[src/design/cle_pkg.sv]
// ----------------------------------------------------------------------------
// cle_pkg
// Shared types and constants for the console line editor.
// ----------------------------------------------------------------------------
package cle_pkg;

  localparam int CLE_LINE_CAPACITY = 64;

  localparam logic [7:0] BYTE_CR  = 8'h0d;
  localparam logic [7:0] BYTE_LF  = 8'h0a;
  localparam logic [7:0] BYTE_BS  = 8'h08;
  localparam logic [7:0] BYTE_DEL = 8'h7f;
  localparam logic [7:0] BYTE_SP  = 8'h20;
  localparam logic [7:0] BYTE_NUL = 8'h00;

  // Kind of work held for the result side
  typedef enum logic [1:0] {
    JOB_ECHO  = 2'd0,
    JOB_EOL   = 2'd1,
    JOB_ERASE = 2'd2,
    JOB_READ  = 2'd3
  } job_kind_t;

  // Payload of one result beat
  typedef struct packed {
    logic       is_echo;
    logic [7:0] out_byte;
    logic       line_done;
    logic [5:0] line_length;
    logic       last;
  } beat_t;

endpackage

[src/design/cle_if.sv]
// ----------------------------------------------------------------------------
// cle_in_if / cle_out_if
// Valid/ready channels for edit commands and result beats.
// ----------------------------------------------------------------------------
interface cle_in_if;
  logic       valid;
  logic       ready;
  logic       cmd;
  logic [7:0] rx_byte;
  logic [5:0] read_index;

  modport source (output valid, output cmd, output rx_byte, output read_index,
                  input ready);
  modport sink   (input valid, input cmd, input rx_byte, input read_index,
                  output ready);
endinterface

interface cle_out_if;
  logic       valid;
  logic       ready;
  logic       is_echo;
  logic [7:0] out_byte;
  logic       line_done;
  logic [5:0] line_length;
  logic       last;

  modport source (output valid, output is_echo, output out_byte, output line_done,
                  output line_length, output last, input ready);
  modport sink   (input valid, input is_echo, input out_byte, input line_done,
                  input line_length, input last, output ready);
endinterface

[src/design/console_line_editor.sv]
// ----------------------------------------------------------------------------
// console_line_editor
// Line editor for a serial console: stores, erases and terminates lines and
// produces the echo beats; also answers reads of the line store.
// ----------------------------------------------------------------------------
// Path: an accepted item is held in the job registers; each result beat is
//   built from the held job and loaded into the output register for out_ch.
// Throughput: one item per cycle for single-beat items while out_ch is ready;
//   a line end sends CR then LF and an erase BS, SP, BS, through the one output
//   register, one beat per cycle when out_ch takes it; zero-beat items hold no job.
// Reset (synchronous, rst_n low): fill count and valid flags cleared; the
//   line store keeps no reset and is undefined until written.
// ----------------------------------------------------------------------------
module console_line_editor
  import cle_pkg::*;
#(
  parameter int LINE_CAPACITY = CLE_LINE_CAPACITY
) (
  input  logic      clk,
  input  logic      rst_n,
  cle_in_if.sink    in_ch,
  cle_out_if.source out_ch
);

  localparam int FILL_W = $clog2(LINE_CAPACITY);
  // wide enough for the capacity itself and for a 6-bit index or length
  localparam int CMP_W  = (FILL_W + 1 > 6) ? FILL_W + 1 : 6;

  // --- line state --------------------------------------------------------
  logic [FILL_W-1:0] fill_r, fill_nxt;

  // --- job held for the result side (one item at a time) -----------------
  logic              job_valid_r, job_valid_nxt;
  job_kind_t         job_kind_r;
  logic [1:0]        job_beat_r,  job_beat_nxt;
  logic [7:0]        job_ch_r;
  logic [5:0]        job_len_r;
  logic              job_oob_r;

  // --- output register -----------------------------------------------------
  logic              out_valid_r, out_valid_nxt;
  beat_t             out_beat_r;

  // --- decode of the incoming beat ----------------------------------------
  logic              in_fire;
  logic              is_eol, is_erase, erase_ok, plain_ok, has_job;
  job_kind_t         kind_in;
  logic [CMP_W-1:0]  idx_ext, fill_ext;
  logic              oob_in;

  // --- line store ----------------------------------------------------------
  logic              ram_we, ram_re;
  logic [7:0]        ram_wdata, ram_rdata;

  // --- beat sequencing -----------------------------------------------------
  beat_t             beat;
  logic              out_load, job_done;

  assign in_fire = in_ch.valid && in_ch.ready;

  always_comb begin
    is_eol   = !in_ch.cmd && (in_ch.rx_byte == BYTE_CR || in_ch.rx_byte == BYTE_LF);
    is_erase = !in_ch.cmd && (in_ch.rx_byte == BYTE_DEL || in_ch.rx_byte == BYTE_BS);
    erase_ok = is_erase && (fill_r != '0);
    // room while fewer than capacity minus one characters are held
    plain_ok = !in_ch.cmd && !is_eol && !is_erase
               && (fill_r != FILL_W'(LINE_CAPACITY - 1));
    has_job  = in_ch.cmd || is_eol || erase_ok || plain_ok;

    if (in_ch.cmd) begin
      kind_in = JOB_READ;
    end else if (is_eol) begin
      kind_in = JOB_EOL;
    end else if (is_erase) begin
      kind_in = JOB_ERASE;
    end else begin
      kind_in = JOB_ECHO;
    end

    idx_ext  = CMP_W'(in_ch.read_index);
    fill_ext = CMP_W'(fill_r);
    oob_in   = idx_ext >= CMP_W'(LINE_CAPACITY);
  end

  // Fill count follows the edit at the accept edge
  always_comb begin
    fill_nxt = fill_r;
    if (in_fire) begin
      if (is_eol) begin
        fill_nxt = '0;
      end else if (erase_ok) begin
        fill_nxt = fill_r - FILL_W'(1);
      end else if (plain_ok) begin
        fill_nxt = fill_r + FILL_W'(1);
      end
    end
  end

  // Store writes a terminator on line end, the byte on a plain insert
  assign ram_we    = in_fire && (is_eol || plain_ok);
  assign ram_wdata = is_eol ? BYTE_NUL : in_ch.rx_byte;
  assign ram_re    = in_fire && in_ch.cmd;

  cle_ram #(
    .WIDTH (8),
    .DEPTH (LINE_CAPACITY)
  ) u_store (
    .clk   (clk),
    .we    (ram_we),
    .waddr (fill_r),
    .wdata (ram_wdata),
    .re    (ram_re),
    .raddr (idx_ext[FILL_W-1:0]),
    .rdata (ram_rdata)
  );

  // Beat for the current job position. Read data is stable while the read
  // job is held: no other read can be accepted until it leaves.
  always_comb begin
    beat = '0;
    beat.is_echo = 1'b1;
    case (job_kind_r)
      JOB_ECHO: begin
        beat.out_byte = job_ch_r;
        beat.last     = 1'b1;
      end
      JOB_EOL: begin
        if (job_beat_r == 2'd0) begin
          beat.out_byte = BYTE_CR;
        end else begin
          beat.out_byte    = BYTE_LF;
          beat.line_done   = 1'b1;
          beat.line_length = job_len_r;
          beat.last        = 1'b1;
        end
      end
      JOB_ERASE: begin
        beat.out_byte = (job_beat_r == 2'd1) ? BYTE_SP : BYTE_BS;
        beat.last     = (job_beat_r == 2'd2);
      end
      JOB_READ: begin
        beat.is_echo  = 1'b0;
        beat.out_byte = job_oob_r ? BYTE_NUL : ram_rdata;
        beat.last     = 1'b1;
      end
      default: begin
        beat = '0;
      end
    endcase
  end

  assign out_load = job_valid_r && (!out_valid_r || out_ch.ready);
  assign job_done = out_load && beat.last;

  // A new item may enter as the held job sends its final beat
  assign in_ch.ready = !job_valid_r || job_done;

  always_comb begin
    job_valid_nxt = job_valid_r;
    job_beat_nxt  = job_beat_r;
    if (in_fire && has_job) begin
      job_valid_nxt = 1'b1;
      job_beat_nxt  = 2'd0;
    end else if (job_done) begin
      job_valid_nxt = 1'b0;
    end else if (out_load) begin
      job_beat_nxt  = job_beat_r + 2'd1;
    end

    out_valid_nxt = out_valid_r;
    if (out_load) begin
      out_valid_nxt = 1'b1;
    end else if (out_ch.ready) begin
      out_valid_nxt = 1'b0;
    end
  end

  always_ff @(posedge clk) begin
    if (!rst_n) begin
      fill_r      <= '0;
      job_valid_r <= 1'b0;
      job_beat_r  <= 2'd0;
      out_valid_r <= 1'b0;
    end else begin
      fill_r      <= fill_nxt;
      job_valid_r <= job_valid_nxt;
      job_beat_r  <= job_beat_nxt;
      out_valid_r <= out_valid_nxt;
    end
  end

  // Payload registers: no reset
  always_ff @(posedge clk) begin
    if (in_fire && has_job) begin
      job_kind_r <= kind_in;
      job_ch_r   <= in_ch.rx_byte;
      job_len_r  <= fill_ext[5:0];
      job_oob_r  <= oob_in;
    end
    if (out_load) begin
      out_beat_r <= beat;
    end
  end

  assign out_ch.valid       = out_valid_r;
  assign out_ch.is_echo     = out_beat_r.is_echo;
  assign out_ch.out_byte    = out_beat_r.out_byte;
  assign out_ch.line_done   = out_beat_r.line_done;
  assign out_ch.line_length = out_beat_r.line_length;
  assign out_ch.last        = out_beat_r.last;

endmodule

[src/design/cle_ram.sv]
// ----------------------------------------------------------------------------
// cle_ram
// Simple dual-port RAM: one write port, one read port, registered read.
// ----------------------------------------------------------------------------
module cle_ram #(
  parameter int WIDTH = 8,
  parameter int DEPTH = 64
) (
  input  logic                     clk,
  input  logic                     we,
  input  logic [$clog2(DEPTH)-1:0] waddr,
  input  logic [WIDTH-1:0]         wdata,
  input  logic                     re,
  input  logic [$clog2(DEPTH)-1:0] raddr,
  output logic [WIDTH-1:0]         rdata
);

  logic [WIDTH-1:0] mem [DEPTH];
  logic [WIDTH-1:0] rdata_r;

  always_ff @(posedge clk) begin
    if (we) begin
      mem[waddr] <= wdata;
    end
    if (re) begin
      rdata_r <= mem[raddr];
    end
  end

  assign rdata = rdata_r;

endmodule

[src/flat_wrapper.sv]
// flat-port wrapper written by rule: the top's interface ports become plain ports
module console_line_editor_flat import cle_pkg::*;
#(
  parameter int LINE_CAPACITY = CLE_LINE_CAPACITY
)
  (clk, rst_n, in_ch_valid, in_ch_cmd, in_ch_rx_byte, in_ch_read_index, in_ch_ready, out_ch_valid, out_ch_is_echo, out_ch_out_byte, out_ch_line_done, out_ch_line_length, out_ch_last, out_ch_ready);
  cle_in_if in_ch_i ();
  cle_out_if out_ch_i ();
  input  logic clk;
  input  logic rst_n;
  input wire logic [$bits(in_ch_i.valid)-1:0] in_ch_valid;
  input wire logic [$bits(in_ch_i.cmd)-1:0] in_ch_cmd;
  input wire logic [$bits(in_ch_i.rx_byte)-1:0] in_ch_rx_byte;
  input wire logic [$bits(in_ch_i.read_index)-1:0] in_ch_read_index;
  output wire logic [$bits(in_ch_i.ready)-1:0] in_ch_ready;
  output wire logic [$bits(out_ch_i.valid)-1:0] out_ch_valid;
  output wire logic [$bits(out_ch_i.is_echo)-1:0] out_ch_is_echo;
  output wire logic [$bits(out_ch_i.out_byte)-1:0] out_ch_out_byte;
  output wire logic [$bits(out_ch_i.line_done)-1:0] out_ch_line_done;
  output wire logic [$bits(out_ch_i.line_length)-1:0] out_ch_line_length;
  output wire logic [$bits(out_ch_i.last)-1:0] out_ch_last;
  input wire logic [$bits(out_ch_i.ready)-1:0] out_ch_ready;
  assign in_ch_i.valid = in_ch_valid;
  assign in_ch_i.cmd = in_ch_cmd;
  assign in_ch_i.rx_byte = in_ch_rx_byte;
  assign in_ch_i.read_index = in_ch_read_index;
  assign in_ch_ready = in_ch_i.ready;
  assign out_ch_valid = out_ch_i.valid;
  assign out_ch_is_echo = out_ch_i.is_echo;
  assign out_ch_out_byte = out_ch_i.out_byte;
  assign out_ch_line_done = out_ch_i.line_done;
  assign out_ch_line_length = out_ch_i.line_length;
  assign out_ch_last = out_ch_i.last;
  assign out_ch_i.ready = out_ch_ready;
  console_line_editor #(.LINE_CAPACITY(LINE_CAPACITY)) u_core (.clk(clk), .rst_n(rst_n), .in_ch(in_ch_i), .out_ch(out_ch_i));
endmodule
[config.mk]
export PLATFORM = sky130hd
export DESIGN_NAME = console_line_editor_flat
export DESIGN_NICKNAME = d
export VERILOG_FILES = /design/src/design/cle_pkg.sv /design/src/design/cle_if.sv /design/src/design/console_line_editor.sv /design/src/design/cle_ram.sv /design/src/flat_wrapper.sv
export SDC_FILE = /design/constraint.sdc
export NUM_CORES = 1
export LEC_CHECK = 0
export BUFFER_PORTS_ARGS = -buffer_cell sky130_fd_sc_hd__buf_2
export CAP_MARGIN = 25
export CELL_PAD_IN_SITES_DETAIL_PLACEMENT = 1
export CELL_PAD_IN_SITES_GLOBAL_PLACEMENT = 2
export CORE_ASPECT_RATIO = 0.7
export CORE_MARGIN = 5
export CORE_UTILIZATION = 40
export DETAILED_ROUTE_END_ITERATION = 8
export PLACE_DENSITY_LB_ADDON = 0.1
export SYNTH_ARGS = -nofsm -noshare
export SYNTH_HDL_FRONTEND = slang
export SYNTH_SLANG_ARGS = --single-unit
[constraint.sdc]
create_clock -name clk -period 3.75 [get_ports clk]
set_input_delay 0.375 -clock clk [delete_from_list [all_inputs] [get_ports clk]]
set_output_delay 0.375 -clock clk [all_outputs]
set_load 0.02 [all_outputs]
-- Yosys cells after proc, flatten, opt, wreduce, memory -nomap -nowiden
Memories as Yosys holds them, arrays and structs flattened. A register that Yosys moved wholly into a read port is not among the register bits.
Cells that the tools add are included.
- add/sub/neg operators: 3
- equal/unequal tests: 10
- multiplexer cells: 18
- bitwise gates (word level): 3
- reduce and logical (&&, ||, !) cells: 37
- operator list (cell ; count):
    8-bit one-hot mux with 4 select lines ; 1
    8-bit by 4-bit equality test with 1-bit output, second input constant ; 3
    6-bit 2-to-1 mux ; 4
    8-bit 2-to-1 mux ; 2
    1-bit logical AND ; 12
    8-bit by 7-bit equality test with 1-bit output, second input constant ; 1
    1-bit logical OR ; 8
    2-bit OR reduction ; 4
    1-bit 2-to-1 mux ; 7
    6-bit by 1-bit adder with 6-bit output, second input constant ; 1
    2-bit equality test, second input constant ; 3
    6-bit != test, second input constant ; 1
    6-bit nonzero test ; 1
    6-bit by 1-bit subtractor with 6-bit output, second input constant ; 1
    1-bit zero test ; 5
    2-bit by 1-bit equality test with 1-bit output, second input constant ; 2
    2-bit zero test ; 2
    2-bit 2-to-1 mux ; 2
    2-bit AND reduction ; 2
    2-bit nonzero test ; 2
    3-bit 2-to-1 mux ; 1
    1-bit inverter ; 3
    1-bit one-hot mux with 3 select lines ; 1
    3-bit nonzero test ; 1
    2-bit by 1-bit adder with 2-bit output, second input constant ; 1
- flip-flop bits (word level): 43
- memory bits (writable): 512
- input bits: 19
- memories: 1
- memory list (memory ; depth ; bits a word ; rd ports ; clocked after memory_dff ; wr ports ; line ; text):
    u_core.u_store.mem ; 64 ; 8 ; 1 ; 1 ; 1 ; cle_ram.sv:18 ; logic [WIDTH-1:0] mem [DEPTH];

-- Depth between registers and ports, before layout
- depth in word-level cells: 11
- mapped depth: 12
- depth with buffers taken out: 10

-- Hierarchy
Synthesis repeated with hierarchy kept, for this count alone.
- cells, all modules: 1132
- area total of the unflattened synthesis: 22389.0 µm²
- modules (own cells, without submodules) (module ; instances ; cells an instance ; area each (µm²) ; seq. area each (µm²)):
    cle_ram ; 1 ; 940 ; 20246.9 ; 15615.0
    console_line_editor ; 1 ; 192 ; 2142.1 ; 1191.1

-- Least setup slack after synthesis
No wires, ideal clock.
- path type: input to register
- start point: input port in_ch_rx_byte[2]
- end point: memory u_core.u_store.mem[0][0], data pin
- setup time: 0.515 ns
- arrival time: 2.630 ns
- setup slack: 0.606 ns
- cell stages on the path: 5
- path buffers: 1
- path through: and3b_1 > o211ai_1 > nor2_1 > clkbuf_1 > nor2b_1
- word-level cells in the longest chain between the ends: 4
- RTL lines (element ; line ; text):
    start, declared ; flat_wrapper.sv:13 ; input wire logic [$bits(in_ch_i.rx_byte)-1:0] in_ch_rx_byte;
    8-bit by 4-bit equality test with 1-bit output ; console_line_editor.sv:62 ; is_eol = !in_ch.cmd && (in_ch.rx_byte == BYTE_CR || in_ch.rx_byte == BYTE_LF);
    1-bit logical OR * ; console_line_editor.sv:62 ;
    1-bit logical AND * ; console_line_editor.sv:62 ;
    8-bit 2-to-1 mux * ; console_line_editor.sv:101 ; assign ram_wdata = is_eol ? BYTE_NUL : in_ch.rx_byte;
    net u_core.ram_wdata[0] ; console_line_editor.sv:53 ; logic [7:0] ram_wdata, ram_rdata;
    end, declared ; cle_ram.sv:18 ;
Mark *: on every way through the listed nets, which the timed path passes. The rest lies on a longest branch.

-- Worst setup path after layout
- start point: register u_core.job_beat_r[0]
- end point: memory u_core.u_store.mem[59][5], enable pin
- word-level cells in the longest chain between the ends: 9
- RTL lines (element ; line ; text):
    start, declared ; console_line_editor.sv:35 ; logic [1:0] job_beat_r, job_beat_nxt;
    start signal, assigned ; console_line_editor.sv:187 ; job_beat_r <= job_beat_nxt;
    2-bit zero test ; console_line_editor.sv:128 ; if (job_beat_r == 2'd0) begin
    8-bit 2-to-1 mux ; console_line_editor.sv:128 ;
    1-bit one-hot mux with 3 select lines * ; console_line_editor.sv:122 ; case (job_kind_r)
    1-bit logical AND * ; console_line_editor.sv:153 ; assign job_done = out_load && beat.last;
    1-bit logical OR * ; console_line_editor.sv:156 ; assign in_ch.ready = !job_valid_r || job_done;
    1-bit logical AND * ; console_line_editor.sv:59 ; assign in_fire = in_ch.valid && in_ch.ready;
    1-bit logical AND * ; console_line_editor.sv:100 ; assign ram_we = in_fire && (is_eol || plain_ok);
    1-bit 2-to-1 mux * ; cle_ram.sv:22 ; if (we) begin
    1-bit 2-to-1 mux (implied by the code) * ; cle_ram.sv:23 ; mem[waddr] <= wdata;
Mark *: on every way between the ends. The rest lies on a longest branch, timed or not.

==> flow_metrics.tcl <==
set metrics [dict create \
    root_buffer "clkbuf_16" \
    power_density_mw_per_mm2 516 \
    totalWireLength_um 53500 \
    htreeDepth 2 \
    worstSkewPairLatency_ps 600 \
    hold_path.class "in2reg" \
    max_stage_delay_ps 600 \
    min_period_ps 3560 \
    post-route-period-util_pct 95.0 \
    grt_max_degree 66 \
    ys_seq_area_share_pct 76.3 \
    cp_cell_sequence "inv_1 > ha_1 > and2_1 > a311oi_1 > o21ai_0 > nor4b_2 > nand2_1 > nor2_1 > buf_4" \
    rr_worst_depth 9 \
    setup_viol 0 \
    synth.distinct_cells 51 \
    clk_pin_slew_ps 60 \
    critPathBufInv 2 \
    worst-path-stages 9 \
    syn_area_mm2 0.0220 \
    dp_hpwl_um 33400 \
    worstHoldStart "in_ch_rx_byte[2]" \
    clk_path_buf_depth 3 \
    fin_nets 1189 \
    status "completed" \
    drive_above_1_share_pct 32.6 \
    slowest_stage "nand2_1" \
    rsz0062_at_grt "true" \
    synth_top_cell_by_area "edfxtp_1" \
    placed_area_mm2 0.0238 \
    grt_pass1_wl_um 78600 \
    wl_per_cell_um 27.7 \
    synth_edf_count 553 \
    numPortBuffers 37 \
    cap_violations 0 \
    fin_tns_setup_ps 0 \
    required_ps 4060 \
    synth_seq_cells 563 \
    ant_nets 0 \
    synthArstFlopShare_pct 0 \
    p_leak_uw 0.00819 \
    netlist_top_cells_area "edfxtp_1 (75%), mux4_2 (16%), nor2_1 (1.5%)" \
    antenna_found_initial 0 \
    drc_errors 0 \
    vias_per_cell 5.42 \
    ys_warn_count 0 \
    placed_cells 1831 \
    cp-start-kind "flip-flop" \
    grt_pass1_vias 10800 \
    multi_input_area_mm2 0.00498 \
    hold_viol 0 \
    cp_max_fo 8 \
    cp.arrival_ps 3870 \
    die_w_um 290 \
    maxSlewViolCount 0 \
    core_mm2 0.0541 \
    end_kind "flip-flop" \
    fmax_mhz 281 \
    cts_tree "done" \
    design_power_total_uw 13200 \
    skew_ps 15.5 \
    regArea_mm2 0.0168 \
    cp_top_family "simple AND/OR/NAND/NOR gates" \
    ioPinCount 38 \
    rows 71 \
    syn-num-nets 1048 \
    rr_startpoint "u_core.job_beat_r[0]" \
    max-slew-margin-rel_pct 33.2 \
    postLayoutCellArea_mm2 0.0256 \
    cts.repair_timing.setup_buffer_count 0 \
    peakVddDrop_mv 0.380 \
    min_path_cells 1 \
    final_cells 1931 \
    die_area_mm2 0.0599 \
    num-fill-cells 4865 \
    grt_overflow 0 \
    tightest_slew_ps 992 \
    cts_buffers 54 \
    grt_use_total_pct 18.0 \
    first_pass_iters 7 \
    initial_core_util_pct 40.7 \
    die_h_um 206 \
    diodes 0 \
    netlist_instances 1017 \
    syn_area_per_cell_um2 21.6 \
    cts.sinks 563 \
    vias 10500 \
    post-route-util_pct 47.2 \
    syn2layout_area_growth_pct 16.1 \
    synth_ff_type "edfxtp_1" \
    crit_start "u_core.job_beat_r[0]" \
    worst-setup-path-type "reg2reg" \
    gp_congestion 0.747 \
    synth_top_cell_area_share_pct 75.4 \
    first_iter_violations 1056 \
]
[stage by stage]
step | setup WS (ps) | hold WS [ps]
final | 188 | 37.7
after global routing | -95.9 | 26.1
after CTS | 144 | 10.8
after detailed placement | 143 | 460
after global placement | 330 | 456
after floorplan | 606 | 431
[synthesized netlist by cell type, types with 5 or more instances]
| master | n |
|---|---|
| and2_1 | 7 |
| buf_1 | 6 |
| buf_2 | 14 |
| nor2b_1 | 14 |
| dfxtp_1 | 10 |
| inv_1 | 10 |
| mux2i_1 | 5 |
| o21ai_0 | 9 |
| nor2_1 | 87 |
| nand2_1 | 24 |
| o22ai_1 | 16 |
| edfxtp_1 | 553 |
| a21oi_1 | 7 |
| clkbuf_1 | 30 |
| nand3_1 | 5 |
| ha_1 | 11 |
| mux4_2 | 160 |
[area by class of cell]
type                    count  area share [%]
flip-flops and latches    563            65.8
multi-input cells         392            19.5
clock buffers              66            5.79
repair buffers            137            4.02
well taps                 730            3.57
clock inverters            33            1.22
inverters                  10           0.147
[per-layer routing]
| layer | share of wire (%) | GRT usage, % | vias to the layer above |
|---|---|---|---|
| met3 | 5.1 | 3.56 | 61 |
| li1 | - | - | 4502 |
| met5 | 0 | 0 | - |
| met1 | 50 | 28.4 | 5684 |
| met4 | 1.6 | 3.89 | 0 |
| met2 | 44 | 26.2 | 214 |
[worst paths after layout]
| check | to | slack (ps) |
|---|---|---|
| setup reg to reg | u_core.u_store.mem[59][5] | 190 |
| hold reg to reg | u_core.out_ch.valid | 470 |
| hold / removal | u_core.job_ch_r[2] | 40 |
| setup / recovery | u_core.u_store.mem[59][5] | 190 |
[cells by family after synthesis]
group / count (synthesis) / share of synthesized area, %
fa+ha+maj: 12 / 0.716
buf+inv: 62 / 1.20
simple gates: 160 / 3.41
flops: 563 / 76.3
compound gates: 51 / 1.53
xor+xnor: 4 / 0.193
mux: 165 / 16.6
[layout by cell type (no fill, tap or decap), types with 2 or more instances in the layout]
master        n
edfxtp_1    553
mux4_2      160
buf_4        93
nor2_1       87
clkbuf_16    57
buf_2        35
nand2_1      23
o22ai_1      16
clkinv_2     12
ha_1         11
clkinv_1     11
nor2b_1      10
inv_1        10
dfxtp_1      10
o21ai_0       9
and2_1        7
clkbuf_1      7
a21oi_1       6
bufinv_16     6
buf_12        6
nand3_1       5
mux2i_1       5
nor3_1        4
nor2b_4       4
nand2b_1      4
nand3b_1      4
clkinvlp_4    4
clkbuf_8      3
a31oi_1       2
xnor2_1       2
a21o_1        2
a211oi_1      2
o21a_1        2
[registers in the layout, summed over array words and instances, names as in the netlist, 2 cells and up]
signal and cells:
u_core.out_ch.line_length 6, u_core.job_len_r 6, u_core.out_ch.out_byte 8, u_core.job_beat_r 2
u_core.fill_r 6, u_core.u_store.mem 512, u_core.job_kind_r 2, u_core.u_store.rdata 8
u_core.job_ch_r 8
[repair_timing]
action	4_1_cts	5_1_grt
hold buffers	1	0
endpoints found under the setup margin	0	52
endpoints found under the hold margin	1	0
gates resized for setup	0	1
[power by group]
group	leakage (uW)	switching, uW	total (uW)	internal [uW]
clock network	0.000875	2320	5530	3210
registers	0.00508	19.1	6980	6960
logic	0.00224	420	684	264
(Power assumes the default switching activity.)
